==> src/rtl/golomb_signed_bit_decoder_macros.svh <==
// ----------------------------------------------------------------------------
// Golomb signed bit decoder assertion macros
// Concurrent assertion wrappers; empty when SYNTHESIS is defined.
// ----------------------------------------------------------------------------
`ifndef GOLOMB_SIGNED_BIT_DECODER_MACROS_SVH
`define GOLOMB_SIGNED_BIT_DECODER_MACROS_SVH

`ifndef SYNTHESIS
`define GSBD_ASSERT_IMPL(label, clk, rst, ante, cons, msg) \
  label: assert property (@(posedge clk) disable iff (rst) (ante) |-> (cons)) else $error(msg);
`define GSBD_ASSERT_NEXT(label, clk, rst, ante, cons, msg) \
  label: assert property (@(posedge clk) disable iff (rst) (ante) |=> (cons)) else $error(msg);
`else
`define GSBD_ASSERT_IMPL(label, clk, rst, ante, cons, msg)
`define GSBD_ASSERT_NEXT(label, clk, rst, ante, cons, msg)
`endif

`endif

==> src/rtl/gsbd_pkg.sv <==
// ----------------------------------------------------------------------------
// Golomb signed bit decoder package
// Shared types, register map and status codes.
// ----------------------------------------------------------------------------
package gsbd_pkg;

  localparam int DIV_W    = 16;
  localparam int K_W      = 5;
  localparam int LEFT_W   = 4;
  localparam int PADDR_W  = 3;
  localparam int PDATA_W  = 32;

  // register index, taken from paddr[2]
  localparam logic REG_DIVISOR   = 1'b0;
  localparam logic REG_SIGN_MODE = 1'b1;

  typedef enum logic [1:0] {
    ST_OK         = 2'd0,
    ST_INCOMPLETE = 2'd1,
    ST_OVERFLOW   = 2'd2
  } status_t;

  typedef enum logic [3:0] {
    PH_PREFIX = 4'b0001,
    PH_REM    = 4'b0010,
    PH_EXT    = 4'b0100,
    PH_SIGN   = 4'b1000
  } phase_t;

  typedef struct packed {
    logic [DIV_W-1:0] m;       // effective divisor, never zero
    logic [K_W-1:0]   k;       // ceil(log2 m)
    logic [DIV_W-1:0] u;       // 2^k - m
    logic             zigzag;
    logic             clear;   // register write this cycle
  } cfg_t;

endpackage

==> src/rtl/gsbd_cfg.sv <==
// ----------------------------------------------------------------------------
// Golomb decoder register block
// APB register file; derives the truncated-binary constants on each divisor write.
// ----------------------------------------------------------------------------
module gsbd_cfg #(
  parameter int DIVISOR_BITS = 16
) (
  input  logic                         clk,
  input  logic                         rst,
  input  logic                         psel,
  input  logic                         penable,
  input  logic                         pwrite,
  input  logic [gsbd_pkg::PADDR_W-1:0] paddr,
  input  logic [gsbd_pkg::PDATA_W-1:0] pwdata,
  output logic [gsbd_pkg::PDATA_W-1:0] prdata,
  output logic                         pready,
  output gsbd_pkg::cfg_t               cfg
);
  import gsbd_pkg::*;

  logic [DIV_W-1:0] divisor;
  logic             sign_mode;
  logic [DIV_W-1:0] m;
  logic [K_W-1:0]   k;
  logic [DIV_W-1:0] u;
  logic             wr;
  logic             reg_idx;

  logic [DIV_W-1:0] dv_masked;
  logic [DIV_W-1:0] m_new;
  logic [DIV_W-1:0] m_dec;
  logic [K_W-1:0]   k_new;
  logic [DIV_W:0]   pow_k;
  logic [DIV_W:0]   u_wide;

  assign pready  = 1'b1;
  assign reg_idx = paddr[2];
  assign wr      = psel && penable && pwrite;

  always_comb begin
    for (int i = 0; i < DIV_W; i++) begin
      dv_masked[i] = (i < DIVISOR_BITS) ? pwdata[i] : 1'b0;
    end
    m_new = (dv_masked == '0) ? DIV_W'(1) : dv_masked;
    m_dec = m_new - DIV_W'(1);
    k_new = '0;
    for (int i = 0; i < DIV_W; i++) begin
      if (m_dec[i]) begin
        k_new = K_W'(i + 1);
      end
    end
    pow_k  = (DIV_W+1)'(1) << k_new;
    u_wide = pow_k - {1'b0, m_new};
  end

  always_ff @(posedge clk) begin
    if (rst) begin
      divisor   <= DIV_W'(1);
      sign_mode <= 1'b0;
      m         <= DIV_W'(1);
      k         <= '0;
      u         <= '0;
    end else if (wr) begin
      unique case (reg_idx)
        REG_DIVISOR: begin
          divisor <= pwdata[DIV_W-1:0];
          m       <= m_new;
          k       <= k_new;
          u       <= u_wide[DIV_W-1:0];
        end
        REG_SIGN_MODE: begin
          sign_mode <= pwdata[0];
        end
        default: begin
        end
      endcase
    end
  end

  always_comb begin
    unique case (reg_idx)
      REG_DIVISOR:   prdata = PDATA_W'(divisor);
      REG_SIGN_MODE: prdata = PDATA_W'(sign_mode);
      default:       prdata = '0;
    endcase
  end

  assign cfg.m      = m;
  assign cfg.k      = k;
  assign cfg.u      = u;
  assign cfg.zigzag = sign_mode;
  assign cfg.clear  = wr;

endmodule

==> src/rtl/gsbd_core.sv <==
// ----------------------------------------------------------------------------
// Golomb decoder bit engine
// Per-bit codeword state update and registered result beat.
// ----------------------------------------------------------------------------
`include "golomb_signed_bit_decoder_macros.svh"

module gsbd_core #(
  parameter int VALUE_BITS = 32
) (
  input  logic                  clk,
  input  logic                  rst,
  input  gsbd_pkg::cfg_t        cfg,
  input  logic                  s_tvalid,
  output logic                  s_tready,
  input  logic                  code_bit,
  input  logic                  stream_end,
  output logic                  m_tvalid,
  input  logic                  m_tready,
  output logic [VALUE_BITS-1:0] value,
  output logic [1:0]            status
);
  import gsbd_pkg::*;

  localparam int SUM_W = ((VALUE_BITS > DIV_W + 1) ? VALUE_BITS : DIV_W + 1) + 1;

  phase_t                phase, phase_next;
  logic [VALUE_BITS-1:0] mag_sum, mag_sum_next;
  logic [DIV_W-1:0]      rem_bits, rem_bits_next;
  logic [LEFT_W-1:0]     bits_left, bits_left_next;
  logic                  overflowed, overflowed_next;

  logic                  in_acc;
  logic                  do_fin;
  logic                  do_emit;
  logic                  go_idle;
  logic [VALUE_BITS-1:0] emit_val;
  status_t               emit_st;

  logic [SUM_W-1:0]      sum_p;
  logic                  ovf_p;
  logic [DIV_W-1:0]      rem_sh;
  logic [DIV_W-1:0]      rem_cand;
  logic                  short_ok;
  logic [DIV_W:0]        ext_r;
  logic [DIV_W:0]        fin_r;
  logic [SUM_W-1:0]      sum_f;
  logic                  ovf_f;
  logic [VALUE_BITS-1:0] mag_f;
  logic [LEFT_W-1:0]     left_dec;
  logic                  open_cw;

  assign in_acc   = s_tvalid && s_tready;
  assign s_tready = !m_tvalid || m_tready;

  always_comb begin
    sum_p    = SUM_W'(mag_sum) + SUM_W'(cfg.m);
    ovf_p    = (sum_p >> VALUE_BITS) != '0;
    rem_sh   = {rem_bits[DIV_W-2:0], code_bit};
    rem_cand = (phase == PH_REM) ? rem_sh : '0;
    short_ok = rem_cand < cfg.u;
    ext_r    = {rem_bits, code_bit} - {1'b0, cfg.u};
    fin_r    = (phase == PH_EXT) ? ext_r : {1'b0, rem_cand};
    sum_f    = SUM_W'(mag_sum) + SUM_W'(fin_r);
    ovf_f    = overflowed || ((sum_f >> VALUE_BITS) != '0);
    mag_f    = overflowed ? mag_sum : sum_f[VALUE_BITS-1:0];
    left_dec = bits_left - LEFT_W'(1);
    open_cw  = (phase != PH_PREFIX) || (mag_sum != '0) || overflowed;
  end

  always_comb begin
    phase_next      = phase;
    mag_sum_next    = mag_sum;
    rem_bits_next   = rem_bits;
    bits_left_next  = bits_left;
    overflowed_next = overflowed;
    do_fin          = 1'b0;
    do_emit         = 1'b0;
    go_idle         = 1'b0;
    emit_val        = '0;
    emit_st         = ST_OK;

    if (cfg.clear) begin
      go_idle = 1'b1;
    end else if (in_acc) begin
      if (stream_end) begin
        go_idle = 1'b1;
        if (open_cw) begin
          do_emit = 1'b1;
          emit_st = ST_INCOMPLETE;
        end
      end else begin
        unique case (phase)
          PH_PREFIX: begin
            if (!code_bit) begin
              if (!overflowed) begin
                if (ovf_p) begin
                  overflowed_next = 1'b1;
                end else begin
                  mag_sum_next = sum_p[VALUE_BITS-1:0];
                end
              end
            end else begin
              rem_bits_next = '0;
              if (cfg.k == '0) begin
                do_fin = 1'b1;
              end else if (cfg.k == K_W'(1)) begin
                if (short_ok) begin
                  do_fin = 1'b1;
                end else begin
                  phase_next = PH_EXT;
                end
              end else begin
                bits_left_next = LEFT_W'(cfg.k - K_W'(1));
                phase_next     = PH_REM;
              end
            end
          end
          PH_REM: begin
            rem_bits_next  = rem_sh;
            bits_left_next = left_dec;
            if (left_dec == '0) begin
              if (short_ok) begin
                do_fin = 1'b1;
              end else begin
                phase_next = PH_EXT;
              end
            end
          end
          PH_EXT: begin
            do_fin = 1'b1;
          end
          PH_SIGN: begin
            do_emit = 1'b1;
            if (overflowed) begin
              emit_st = ST_OVERFLOW;
            end else if (code_bit) begin
              if (mag_sum[VALUE_BITS-1] && (mag_sum[VALUE_BITS-2:0] != '0)) begin
                emit_st = ST_OVERFLOW;
              end else begin
                emit_val = '0 - mag_sum;
              end
            end else if (mag_sum[VALUE_BITS-1]) begin
              emit_st = ST_OVERFLOW;
            end else begin
              emit_val = mag_sum;
            end
          end
          default: begin
            go_idle = 1'b1;
          end
        endcase

        if (do_fin) begin
          if (cfg.zigzag) begin
            do_emit = 1'b1;
            if (ovf_f) begin
              emit_st = ST_OVERFLOW;
            end else begin
              emit_val = mag_f[0] ? ~(mag_f >> 1) : (mag_f >> 1);
            end
          end else if (!ovf_f && (mag_f == '0)) begin
            do_emit = 1'b1;
          end else begin
            phase_next      = PH_SIGN;
            mag_sum_next    = mag_f;
            overflowed_next = ovf_f;
          end
        end
        if (do_emit) begin
          go_idle = 1'b1;
        end
      end
    end

    if (go_idle) begin
      phase_next      = PH_PREFIX;
      mag_sum_next    = '0;
      rem_bits_next   = '0;
      bits_left_next  = '0;
      overflowed_next = 1'b0;
    end
  end

  always_ff @(posedge clk) begin
    if (rst) begin
      phase      <= PH_PREFIX;
      mag_sum    <= '0;
      rem_bits   <= '0;
      bits_left  <= '0;
      overflowed <= 1'b0;
    end else begin
      phase      <= phase_next;
      mag_sum    <= mag_sum_next;
      rem_bits   <= rem_bits_next;
      bits_left  <= bits_left_next;
      overflowed <= overflowed_next;
    end
  end

  // result beat register
  always_ff @(posedge clk) begin
    if (rst) begin
      m_tvalid <= 1'b0;
    end else if (do_emit) begin
      m_tvalid <= 1'b1;
    end else if (m_tready) begin
      m_tvalid <= 1'b0;
    end
  end

  always_ff @(posedge clk) begin
    if (do_emit) begin
      value  <= emit_val;
      status <= emit_st;
    end
  end

  `GSBD_ASSERT_IMPL(a_bad_status_zero, clk, rst, m_tvalid && (status != ST_OK), value == '0, "non-ok result with nonzero value")
  `GSBD_ASSERT_NEXT(a_clear_idles, clk, rst, cfg.clear, (phase == PH_PREFIX) && (mag_sum == '0) && !overflowed, "register write did not drop codeword")
  `GSBD_ASSERT_NEXT(a_end_idles, clk, rst, in_acc && stream_end, (phase == PH_PREFIX) && (mag_sum == '0) && !overflowed, "stream end left codeword open")
  `GSBD_ASSERT_NEXT(a_ovf_holds, clk, rst, overflowed && in_acc && !stream_end && !code_bit && !cfg.clear && (phase == PH_PREFIX), $stable(mag_sum) && overflowed, "accumulator moved after overflow")

endmodule

==> src/rtl/golomb_signed_bit_decoder.sv <==
// A result beat is registered as the code bit that ends its codeword is accepted.
// Throughput: one code bit per cycle while s_tready is high; one add/compare in gsbd_core.
// Stream ends and register writes need no recovery time.
// Reset (rst, synchronous, active high): divisor 1, sign_mode 0, decoder in prefix phase.
// ----------------------------------------------------------------------------
// Golomb signed bit decoder
// Serial Golomb/truncated-binary decoder with sign-bit or zigzag mapping.
// ----------------------------------------------------------------------------
module golomb_signed_bit_decoder #(
  parameter int VALUE_BITS   = 32,
  parameter int DIVISOR_BITS = 16
) (
  input  logic                                  clk,
  input  logic                                  rst,
  input  logic                                  psel,
  input  logic                                  penable,
  input  logic                                  pwrite,
  input  logic [gsbd_pkg::PADDR_W-1:0]          paddr,
  input  logic [gsbd_pkg::PDATA_W-1:0]          pwdata,
  output logic [gsbd_pkg::PDATA_W-1:0]          prdata,
  output logic                                  pready,
  input  logic                                  s_tvalid,
  output logic                                  s_tready,
  input  logic [7:0]                            s_tdata,  // [0] code_bit
  input  logic                                  s_tlast,  // stream_end
  output logic                                  m_tvalid,
  input  logic                                  m_tready,
  output logic [((VALUE_BITS + 7) / 8) * 8-1:0] m_tdata,  // value
  output logic [1:0]                            m_tuser   // status
);
  import gsbd_pkg::*;

  localparam int TDATA_W = ((VALUE_BITS + 7) / 8) * 8;

  cfg_t                  cfg;
  logic [VALUE_BITS-1:0] value;

  gsbd_cfg #(
    .DIVISOR_BITS (DIVISOR_BITS)
  ) u_cfg (
    .clk     (clk),
    .rst     (rst),
    .psel    (psel),
    .penable (penable),
    .pwrite  (pwrite),
    .paddr   (paddr),
    .pwdata  (pwdata),
    .prdata  (prdata),
    .pready  (pready),
    .cfg     (cfg)
  );

  gsbd_core #(
    .VALUE_BITS (VALUE_BITS)
  ) u_core (
    .clk        (clk),
    .rst        (rst),
    .cfg        (cfg),
    .s_tvalid   (s_tvalid),
    .s_tready   (s_tready),
    .code_bit   (s_tdata[0]),
    .stream_end (s_tlast),
    .m_tvalid   (m_tvalid),
    .m_tready   (m_tready),
    .value      (value),
    .status     (m_tuser)
  );

  assign m_tdata = TDATA_W'(value);

endmodule
==> config.mk <==
export PLATFORM = sky130hd
export DESIGN_NAME = golomb_signed_bit_decoder
export DESIGN_NICKNAME = d
export VERILOG_FILES = /design/src/rtl/gsbd_pkg.sv /design/src/rtl/gsbd_cfg.sv /design/src/rtl/gsbd_core.sv /design/src/rtl/golomb_signed_bit_decoder.sv
export VERILOG_INCLUDE_DIRS = /design/src /design/src/rtl
export SDC_FILE = /design/constraint.sdc
export NUM_CORES = 1
export LEC_CHECK = 0
export BUFFER_PORTS_ARGS = -buffer_cell sky130_fd_sc_hd__buf_2
export CELL_PAD_IN_SITES_DETAIL_PLACEMENT = 0
export CELL_PAD_IN_SITES_GLOBAL_PLACEMENT = 1
export CORE_UTILIZATION = 40
export DETAILED_ROUTE_END_ITERATION = 7
export GPL_TIMING_DRIVEN = 1
export HOLD_SLACK_MARGIN = 0.08
export PLACE_DENSITY_LB_ADDON = 0.2
export SLEW_MARGIN = 25
export SYNTH_ARGS = -nofsm -noshare
export SYNTH_HDL_FRONTEND = slang
export SYNTH_SLANG_ARGS = --single-unit
==> constraint.sdc <==
create_clock -name clk -period 18.3 [get_ports clk]
set_input_delay 0 -clock clk [delete_from_list [all_inputs] [get_ports clk]]
set_output_delay 0 -clock clk [all_outputs]
set_load 0.05 [all_outputs]
==> run_results.csv <==
group,metric,value,unit
hold_path,min_path_type,"in2reg",
place,port-buffer-count,77,
global_routing,first_global_vias,11555,
floorplanning,dieArea,32800,um2
finish,drive_above_1_share,0.0978,
sta,finClkSkew,0.0146,ns
synthesis,synth.distinct_cells,90,
detailed_routing,drt-wirelength-per-cell,18.8,um
detailed_routing,dr.pass1.iters,6,
setup_path,crit_path_end_kind,"register",
detailed_routing,drtAntennaViolNets,0,
sta,post-route-min-period,7.85,ns
clock_network,cts-root-buf,"clkbuf_16",
synthesis,ys_seq_area_frac,0.254,
place,globalplace.congestion,0.894,
clock_network,htreeDepth,4,
floorplanning,die_y,181,um
finish,antenna_cells,0,
finish,area_delta_synth_final,11.7,%
floorplanning,io_pins,120,
sta,setup_slack,10.45,ns
finish,nNetsFinal,1910,
synthesis,synth_edf_count,34,
sta,slew_viol_final,0,
pwr,p_leak,0.00558,uW
sta,rsz0062_at_grt,"no",
finish,layout.cells.non_filler,2182,
setup_path,path_class,"reg2reg",
synthesis,synth-seq-cells,146,
detailed_routing,drt-initial-drc-count,1092,
synthesis,synth_top_area_cell,"dfxtp_1",
synthesis,postSynthCellCount,1731,
place,dp_cells,2130,
global_routing,grt_max_degree,58,
synthesis,ys.flop_type,"dfxtp_1",
detailed_routing,avgViaCountPerCell,5.79,
clock_network,cts_tree,"yes",
outcome,status,"completed",
detailed_routing,drc,0,
setup_path,crit_required,18.61,ns
sta,worst_pin_slew,1.04,ns
clock_network,numCtsBuffers,17,
global_routing,antenna_found_initial,0,
sta,slew_headroom,0.304,
sta,period_share,0.429,
pwr,finalPower,928,uW
setup_path,start_kind,"register",
pwr,vdd_drop_max,0.0000591,V
place,dp_hpwl,31000,um
clock_network,cts_resized,0,
finish,nFillCells,3299,
global_routing,grt_pass1_wl,64500,um
flow_run,cap_viol_max_count,0,
floorplanning,core_area,31600,um2
sta,finalSetupViolations,0,
finish,regArea,3260,um2
floorplanning,die_w,181,um
synthesis,synth_top_area_share,0.175,
sta,max_freq,0.127,GHz
detailed_routing,totalWireLength,41100,um
clock_network,path_clk_slew,0.06,ns
place,post-place-ws,10.38,ns
global_routing,track_usage,0.250,
synthesis,avgSynthCellArea,7.42,um2
floorplanning,rows,65,
synthesis,async_flop_share,0,
setup_path,worstPathArrival,8.16,ns
synthesis,syn_area,12800,um2
clock_network,cts_sinks,146,
synthesis,synth_warnings,0,
setup_path,worstPathMaxFanout,34,
detailed_routing,dr_total_vias,12644,
pwr,powerDensity,64.7,nW/um2
synthesis,synth_top_cells_by_area,"dfxtp_1 (17%), ha_1 (8.6%), edfxtp_1 (7.9%)",
clock_network,clock_latency,0.45,ns
sta,finalSetupTns,0,ns
clock_network,clk_path_buf_depth,2,
floorplanning,start_util,0.407,
sta,hold_violations,0,
global_routing,gr-total-overflow,0,
finish,multiInputGateArea,8830,um2
flip-flops by register name, indices dropped and copies added (netlist names), 2 cells and up:
signal            count
u_core.value         32
u_cfg.u              16
u_cfg.m              16
u_core.rem_bits      16
u_core.bits_left      4
u_core.phase          4
u_core.status         2
u_cfg.k               5
u_cfg.divisor        16
u_core.mag_sum       32
cell families (layout without fill, tap and decap cells):
family	count (synthesis)	in the layout	share of synthesized area
AOI/OAI and AO/OA	502	502	0.253
and+or+nand+nor	669	669	0.250
muxes	16	16	0.0129
buffers and inverters	199	233	0.0659
adders and majority gates	92	92	0.0920
xor gates and xnor gates	105	105	0.0716
DFF	146	146	0.254
other	2	17	0.000585
cells in the mapped netlist (14+ instances only):
library cell / instances
o21bai_1: 14
or3_1: 25
and2_1: 19
o21a_1: 15
ha_1: 88
nor3_1: 55
xnor2_1: 71
dfxtp_1: 112
o31ai_1: 21
a31oi_1: 19
o21ai_0: 100
a21oi_1: 144
edfxtp_1: 34
a22oi_1: 49
nor4_1: 16
nor2_1: 204
o211ai_1: 15
nor2b_1: 32
inv_1: 80
a21o_1: 14
xor2_1: 34
nand2_1: 180
clkbuf_1: 81
nand4_1: 14
nand3_1: 49
buf_4: 21
metrics by stage:
stage / hold slack [ns] / cell area [um2] / util
floorplan: 0.121 / 12900 / -
global placement: 0.327 / 13500 / 0.426
detailed placement: 0.334 / 13500 / 0.426
CTS: 0.0913 / 14400 / 0.455
global route: 0.125 / 14400 / 0.455
finish: 0.108 / 14400 / 0.455
cell type report:
cell class	instances	area share
multi-input combinational	1401	0.615
sequential	146	0.227
clock inverter	12	0.0150
tap	402	0.0350
inverter	82	0.0214
clock buffer	20	0.0334
timing repair buffer	119	0.0523
routing by layer:
layer,share of wire,global-route usage
met1,0.47,0.347
met3,0.047,0.0312
met2,0.46,0.401
met5,0,0
met4,0.020,0.0790
worst max-delay path, cell delays in order (launching register included):
cell and delay (ns):
dfxtp_1 0.44, inv_1 0.12, fa_1 0.44, nor2b_1 0.12, o21ai_0 0.13, a21boi_0 0.29
o21ai_0 0.17, a21boi_0 0.27, o21ai_0 0.17, a21oi_1 0.34, o21ai_0 0.19, xnor2_1 0.18
o21bai_1 0.10, ha_1 0.47, nand2_1 0.09, o21ai_1 0.38, o2bb2ai_1 0.17, a31oi_1 0.05
buf_4 0.24, or4b_2 0.67, a22oi_1 0.19, nand4_1 0.21, nor4_4 0.76, nor4_1 0.18
o21ai_4 0.71, buf_4 0.50, nor3_1 0.11
where the power goes:
group          switching [uW]  internal, uW
logic                     115          52.0
clock network             154           261
registers                5.37           339
path summary, 6_finish.rpt:
kind                                         start               end  slack [ns]  cells after the start
worst min register to register    u_cfg.divisor[1]  u_cfg.divisor[1]        0.45                      2
worst max register to register  u_core.rem_bits[0]   u_core.phase[1]       10.45                     26
worst max-delay path            u_core.rem_bits[0]   u_core.phase[1]       10.45                     26
worst min-delay path                       s_tlast   u_core.m_tvalid        0.11                      4
layout by cell type, fill, tap and decap left out, types with 22 or more instances in the layout:
| master | netlist | final |
|---|---|---|
| nor3_1 | 55 | 55 |
| a22oi_1 | 49 | 49 |
| dfxtp_1 | 112 | 112 |
| nor2b_1 | 32 | 32 |
| nor2_1 | 204 | 202 |
| edfxtp_1 | 34 | 34 |
| nand2_1 | 180 | 180 |
| xnor2_1 | 71 | 71 |
| or3_1 | 25 | 25 |
| inv_1 | 80 | 80 |
| buf_4 | 21 | 22 |
| buf_2 | 10 | 77 |
| o21ai_0 | 100 | 100 |
| xor2_1 | 34 | 34 |
| ha_1 | 88 | 88 |
| nand3_1 | 49 | 49 |
| a21oi_1 | 144 | 144 |
timing repair:
action,4_1_cts,5_1_grt
hold buffers,20,0
hold endpoints to repair,34,0
buffers inserted,0,0
(Power assumes the default switching activity.)
